$ cat src/design/per_site_character_count_matrix_unit_macros.svh
// Assertion macros shared by the per-site character count matrix unit.
// Each macro expects signals named clock and reset in the scope where it is used.
`ifndef PER_SITE_CHARACTER_COUNT_MATRIX_UNIT_MACROS_SVH
`define PER_SITE_CHARACTER_COUNT_MATRIX_UNIT_MACROS_SVH

// Checked only while the block is out of reset.
`define PSCM_ASSERT(label, prop, msg) \
   label: assert property (@(posedge clock) disable iff (reset) prop) \
      else $error(msg);

// Checked at every clock edge, reset included.
`define PSCM_ASSERT_ALWAYS(label, prop, msg) \
   label: assert property (@(posedge clock) prop) \
      else $error(msg);

`endif

$ cat src/design/pscm_pkg.sv
`timescale 1ns / 1ps
// Shared types, codes and constants of the per-site character count matrix unit.
// Standalone; imported by the controller, the datapath and the top level.
package pscm_pkg;

   localparam int PSCM_MAX_SITES   = 1024;
   localparam int PSCM_MAX_CHARS   = 8;
   localparam int PSCM_COUNT_WIDTH = 32;

   localparam int KIND_W       = 2;
   localparam int CHAR_W       = 8;
   localparam int SITE_FIELD_W = 10;
   localparam int SET_INDEX_W  = 4;
   localparam int STATUS_W     = 3;
   localparam int RSP_COUNT_W  = 32;
   localparam int RSP_SEQ_W    = 32;
   localparam int CHAR_SET_W   = 64;
   localparam int SET_SIZE_W   = 4;
   localparam int SITE_COUNT_W = 11;
   localparam int CSR_INDEX_W  = 2;
   localparam int CSR_DATA_W   = 64;
   localparam int SET_SLOTS    = CHAR_SET_W / CHAR_W;

   localparam logic [SET_INDEX_W-1:0] NO_INDEX = '1;

   typedef enum logic [KIND_W-1:0] {
      KIND_ADD        = 2'd0,
      KIND_READ_INDEX = 2'd1,
      KIND_READ_CHAR  = 2'd2,
      KIND_NOP        = 2'd3
   } kind_type;

   typedef enum logic [STATUS_W-1:0] {
      STS_ACCEPTED     = 3'd0,
      STS_COMMITTED    = 3'd1,
      STS_LEN_MISMATCH = 3'd2,
      STS_SATURATED    = 3'd3,
      STS_BAD_SITE     = 3'd4,
      STS_BAD_CHAR     = 3'd5
   } status_type;

   typedef enum logic [CSR_INDEX_W-1:0] {
      CSR_CHAR_SET   = 2'd0,
      CSR_SET_SIZE   = 2'd1,
      CSR_SITE_COUNT = 2'd2
   } csr_index_type;

   typedef struct packed {
      logic [KIND_W-1:0]       kind;
      logic [CHAR_W-1:0]       character;
      logic                    is_last;
      logic [SITE_FIELD_W-1:0] site;
      logic [SET_INDEX_W-1:0]  set_index;
   } req_type;

   typedef struct packed {
      logic [STATUS_W-1:0]    status;
      logic [RSP_COUNT_W-1:0] count;
      logic [RSP_SEQ_W-1:0]   sequences_added;
   } rsp_type;

   // Commands from the controller to the datapath.
   typedef struct packed {
      logic capture;
      logic clear_en;
      logic exec_en;
      logic exec_respond;
      logic walk_issue;
      logic finish;
      logic read_respond;
   } ctl_cmd_type;

   // Status from the datapath back to the controller.
   typedef struct packed {
      logic clear_last;
      logic exec_read;
      logic exec_walk;
      logic walk_last;
      logic pipe_empty;
   } dp_status_type;

   function automatic logic [CHAR_W-1:0] upper_char(input logic [CHAR_W-1:0] c);
      if (c >= 8'h61 && c <= 8'h7a) begin
         return c - 8'h20;
      end
      return c;
   endfunction

   // Lowest set index whose character equals c without regard to case.
   function automatic logic [SET_INDEX_W-1:0] set_lookup(
      input logic [CHAR_SET_W-1:0] set_chars,
      input logic [SET_SIZE_W-1:0] n,
      input logic [CHAR_W-1:0]     c
   );
      logic [SET_INDEX_W-1:0] idx;
      logic [CHAR_W-1:0]      uc;
      idx = NO_INDEX;
      uc  = upper_char(c);
      for (int i = SET_SLOTS - 1; i >= 0; i--) begin
         if (SET_SIZE_W'(i) < n && upper_char(set_chars[CHAR_W*i +: CHAR_W]) == uc) begin
            idx = SET_INDEX_W'(i);
         end
      end
      return idx;
   endfunction

endpackage

$ cat src/design/pscm_ctrl.sv
`timescale 1ns / 1ps
// Controller of the count matrix unit: sequences clearing, execution, the commit walk and reads.
// Depends on pscm_pkg and the shared assertion macro header.
`include "per_site_character_count_matrix_unit_macros.svh"

module pscm_ctrl
   import pscm_pkg::*;
(
   input  logic          clock,
   input  logic          reset,
   input  logic          start,
   output logic          busy,
   input  dp_status_type sts,
   output ctl_cmd_type   cmd
);

   typedef enum logic [2:0] {
      S_CLEAR,
      S_IDLE,
      S_EXEC,
      S_WALK,
      S_DRAIN,
      S_RDATA
   } state_type;

   state_type state_ff, state_in;
   logic      busy_ff, busy_in;

   always_comb begin
      state_in = state_ff;
      busy_in  = busy_ff;
      cmd      = '0;
      unique case (state_ff)
         S_CLEAR: begin
            cmd.clear_en = 1'b1;
            if (sts.clear_last) begin
               state_in = S_IDLE;
               busy_in  = 1'b0;
            end
         end
         S_IDLE: begin
            if (start) begin
               cmd.capture = 1'b1;
               state_in    = S_EXEC;
               busy_in     = 1'b1;
            end
         end
         S_EXEC: begin
            cmd.exec_en = 1'b1;
            if (sts.exec_read) begin
               state_in = S_RDATA;
            end else if (sts.exec_walk) begin
               state_in = S_WALK;
            end else begin
               cmd.exec_respond = 1'b1;
               state_in         = S_IDLE;
               busy_in          = 1'b0;
            end
         end
         S_WALK: begin
            cmd.walk_issue = 1'b1;
            if (sts.walk_last) begin
               state_in = S_DRAIN;
            end
         end
         S_DRAIN: begin
            // The last increment has been written once the pipeline is empty.
            if (sts.pipe_empty) begin
               cmd.finish = 1'b1;
               state_in   = S_IDLE;
               busy_in    = 1'b0;
            end
         end
         S_RDATA: begin
            cmd.read_respond = 1'b1;
            state_in         = S_IDLE;
            busy_in          = 1'b0;
         end
         default: begin
            state_in = S_IDLE;
            busy_in  = 1'b0;
         end
      endcase
   end

   always_ff @(posedge clock) begin
      if (reset) begin
         state_ff <= S_CLEAR;
         busy_ff  <= 1'b1;
      end else begin
         state_ff <= state_in;
         busy_ff  <= busy_in;
      end
   end

   assign busy = busy_ff;

   `PSCM_ASSERT_ALWAYS(a_reset_clears, reset |=> (state_ff == S_CLEAR && busy_ff), "reset did not start the clearing pass")
   `PSCM_ASSERT(a_accept_exec, (start && !busy_ff) |=> (state_ff == S_EXEC), "accepted transfer did not reach execution")
   `PSCM_ASSERT(a_idle_matches_busy, (state_ff == S_IDLE) == !busy_ff, "busy disagrees with the controller state")

endmodule

$ cat config.mk
export PLATFORM = sky130hd
export DESIGN_NAME = pscm_ctrl
export DESIGN_NICKNAME = d
export VERILOG_FILES = /design/src/design/pscm_pkg.sv /design/src/design/pscm_ctrl.sv
export VERILOG_INCLUDE_DIRS = /design/src /design/src/design
export SDC_FILE = /design/constraint.sdc
export NUM_CORES = 1
export LEC_CHECK = 0
export BUFFER_PORTS_ARGS = -buffer_cell sky130_fd_sc_hd__clkbuf_2
export CAP_MARGIN = 10
export CORE_AREA = 2 2 39 41
export CTS_BUF_LIST = sky130_fd_sc_hd__clkbuf_4
export DETAILED_ROUTE_END_ITERATION = 7
export DIE_AREA = 0 0 41 43
export PLACE_DENSITY = 0.49
export SYNTH_ARGS = -nofsm -noshare
export SYNTH_HDL_FRONTEND = slang
export SYNTH_SLANG_ARGS = --single-unit
$ cat constraint.sdc
create_clock -name clock -period 2.9 [get_ports clock]
set_input_delay 0.145 -clock clock [delete_from_list [all_inputs] [get_ports clock]]
set_output_delay 0.145 -clock clock [all_outputs]
set_load 0.02 [all_outputs]
==> reports/results.tsv <==
stage	metric	value	unit
routing	Routed wire per std cell	11.7	um
placed_design	Placed Cells	65	
timing	RSZ-0062 raised after global routing	false	
routing	Pre-antenna DRT Iters	4	
worst_setup_path	Worst Path Max Fanout	11	
synth	Compound-Gate Fraction of Synth Area	18.0	%
final_layout	Fillers	164	
synth	Synth Area in Simple Gates	38.0	%
die	Core Region	1380	um^2
timing	post-layout min period	1.51	ns
worst_setup_path	reg2reg path depth	3	
synth	syn_nets	45	
placed_design	number of port buffers	15	
clocking	clk buf depth	2	
flow_run	maxcap violations	0	
timing	final hold violations	0	
clocking	count of cells resized by post-cts repair	0	
clocking	Worst-Skew Late Latency	0.24	ns
worst_setup_path	crit-path max cell delay	0.55	ns
synth	cell area after synthesis	319	um^2
worst_setup_path	Worst Path Buf+Inv	1	
synth	post-synthesis mux area share	9.80	%
routing	DR vias	349	
timing	Clock Skew	0.00615	ns
worst_setup_path	Crit. End Element	output pin	
global_route	initial antenna violation count	0	
die	Die Span X	41	um
final_layout	n_diodes	0	
routing	DRC	0	
timing	Slew Limit Fails	0	
final_layout	footprint of the multi-input gates	210	um^2
worst_setup_path	Setup CP Type	reg2out	
placed_design	dpl ws	1.62	ns
worst_setup_path	arrival time at the worst endpoint	1.37	ns
timing	setup TNS	0	ns
clocking	CTS tree	built	
final_layout	Finished Layout Cells	68	
timing	Fmax	660	MHz
worst_setup_path	Crit path required time	2.76	ns
clocking	post-CTS setup buffer count	0	
timing	setup violators final	0	
clocking	CTS Hold Bufs	0	
outcome	run status	finished clean	
worst_setup_path	number of cells on the critical path	3	
die	Initial Util	23.1	%
die	die footprint	1760	um^2
final_layout	share of post-route cells with drive strength above 1	42.3	%
global_route	busiest metal layer after global routing	met2	
routing	Routed Antenna Nets	0	
die	Die Span Y	43	um
global_route	first-pass GRT wire length	1.28	mm
global_route	largest net degree at the start of global routing	16	
routing	Vias/cell	5.13	
synth	register area share after synthesis	25.1	%
global_route	met2 Use GR	15.0	%
worst_setup_path	Critical Path, Cell by Cell	nor2b_1 > and2_1 > clkbuf_2	
synth	Synth warnings	0	
worst_setup_path	CP max stage cell	dfxtp_1	
timing	Worst Max-Slew Pin Slew	0.479	ns
pwr	P per Cell Area	454	nW/um^2
timing	min setup slack post-route	1.39	ns
routing	final WL	795	um
final_layout	NumNets Final	62	
synth	Seq cells post-synth	4	
final_layout	register area	80.1	um^2
synth	Netlist cell types	24	
global_route	global route overflow	0	
die	Rows	14	
synth	Avg Cell Area, Syn	8.62	um^2
final_layout	Area Growth Syn to Fin	30.2	%
synth	Mapped Cells	37	
global_route	GRT Util Overall	10.8	%
clocking	Num CTS Buffers	3	
clocking	CTS root buffer	clkbuf_4	
worst_setup_path	Worst Setup Start Kind	flop	
pwr	VDD IR max	166	uV
clocking	Num Clock Sinks	4	
min_path	Hold Crit Depth	2	
placed_design	GPL Wtd Cong	0.729	
synth	xor/xnor share of the synthesized area	0	%
pwr	LEAKAGE	0.185	nW
clocking	clock-pin slew on the worst setup and hold paths	0.04	ns
global_route	via count of the first global-routing pass	325	
global_route	met1 usage	13.5	%
die	Ports	16	
synth	adder and majority gate portion of the synthesized area	0	%
clocking	htree depth	1	
synth	largest family of logic cells by synthesized area	simple AND/OR/NAND/NOR gates	
routing	violation count after the first detailed-route iteration	5	
worst_setup_path	CP top delay family	flip-flops	
timing	relative slew slack	68.0	%
timing	crit share post-route	52.2	%
global_route	GR Util met3	6.28	%
min_path	worst min-delay path category	in2reg	
worst paths after layout:
path	slack (ns)	endpoint	from
hold / removal	0.15	state_ff[2]$_SDFFE_PP0P_	reset
setup / recovery	1.39	cmd[2]	state_ff[1]$_SDFFE_PP0P_
setup reg to reg	1.60	state_ff[2]$_SDFFE_PP0P_	state_ff[0]$_SDFFE_PP0P_
hold reg to reg	0.46	busy$_SDFFE_PP1P_	busy$_SDFFE_PP1P_
cells in the final DEF, fill, tap and decap left out, drive strengths merged:
cell and instances:
nand2b 1, a21oi 3, mux2 1, mux2i 2
nor3b 1, and2 1, and4bb 1, nor4 1
or3 1, nor2b 3, inv 2, nor4bb 1
nor2 2, and3b 1, nor3 2, o21ai 2
and3 1, clkbuf 18, a311oi 2, nor4b 1
dfxtp 4, a2111oi 1
cell type report:
| type | count | area share [%] |
|---|---|---|
| clock buffer | 3 | 5.42 |
| timing repair buffer | 15 | 18.1 |
| inverter | 2 | 1.81 |
| tap | 16 | 4.82 |
| sequential | 4 | 19.3 |
| multi-input combinational | 28 | 50.6 |
state kept, by name (all words and copies together), names as in the netlist:
signal and count:
state_ff 3, busy 1
synth_stat cells:
| cell | number | area share, % |
|---|---|---|
| nand2b_1 | 1 | 2.0 |
| a21oi_1 | 3 | 4.7 |
| and4bb_2 | 1 | 3.9 |
| nor2b_1 | 3 | 5.9 |
| inv_1 | 2 | 2.4 |
| a311oi_1 | 1 | 2.7 |
| nor4bb_1 | 1 | 3.1 |
| mux2i_1 | 2 | 6.3 |
| a311oi_2 | 1 | 4.7 |
| buf_2 | 2 | 3.1 |
| or3_1 | 1 | 2.0 |
| and3b_1 | 1 | 2.7 |
| and3_1 | 1 | 2.0 |
| nor3b_1 | 1 | 2.4 |
| o21ai_1 | 2 | 3.1 |
| buf_6 | 1 | 3.5 |
| nor3_1 | 2 | 3.1 |
| mux2_2 | 1 | 3.5 |
| nor4_1 | 1 | 2.0 |
| and2_1 | 1 | 2.0 |
| dfxtp_1 | 4 | 25 |
| a2111oi_0 | 1 | 2.7 |
| nor4b_2 | 1 | 4.7 |
| nor2_1 | 2 | 2.4 |
power by group:
part,internal [mW],switching [mW]
registers,0.0600,0.0107
clock network,0.0465,0.0260
logic,0.0216,0.0240
total,0.128,0.0606
layer usage:
metal,routed length [um],part of all wire [%]
met4,0,0
met3,59,7.4
met2,349,44
met5,0,0
met1,387,49
kinds of logic (layout without fill, tap and decap cells):
group | count (synthesis) | after routing
and+or+nand+nor | 17 | 17
buffers and inverters | 5 | 20
AOI/OAI and AO/OA | 8 | 8
muxes | 3 | 3
DFF | 4 | 4
worst reg2reg max path: stages (launching register included):
cell and delay [ns]:
dfxtp_1 0.61, mux2_2 0.39, a21oi_1 0.14, nor2_1 0.05
through the flow:
step	power (mW)	util, %	cell area, um^2	hold WS [ns]
after floorplan	0.103	-	319	0.217
after global placement	0.117	28.4	393	0.391
after detailed placement	0.117	28.4	393	0.395
after CTS	0.193	30.0	415	0.142
after global routing	0.200	30.0	415	0.170
final	0.189	30.0	415	0.149
No activity file was read; power rests on OpenSTA's default activity.
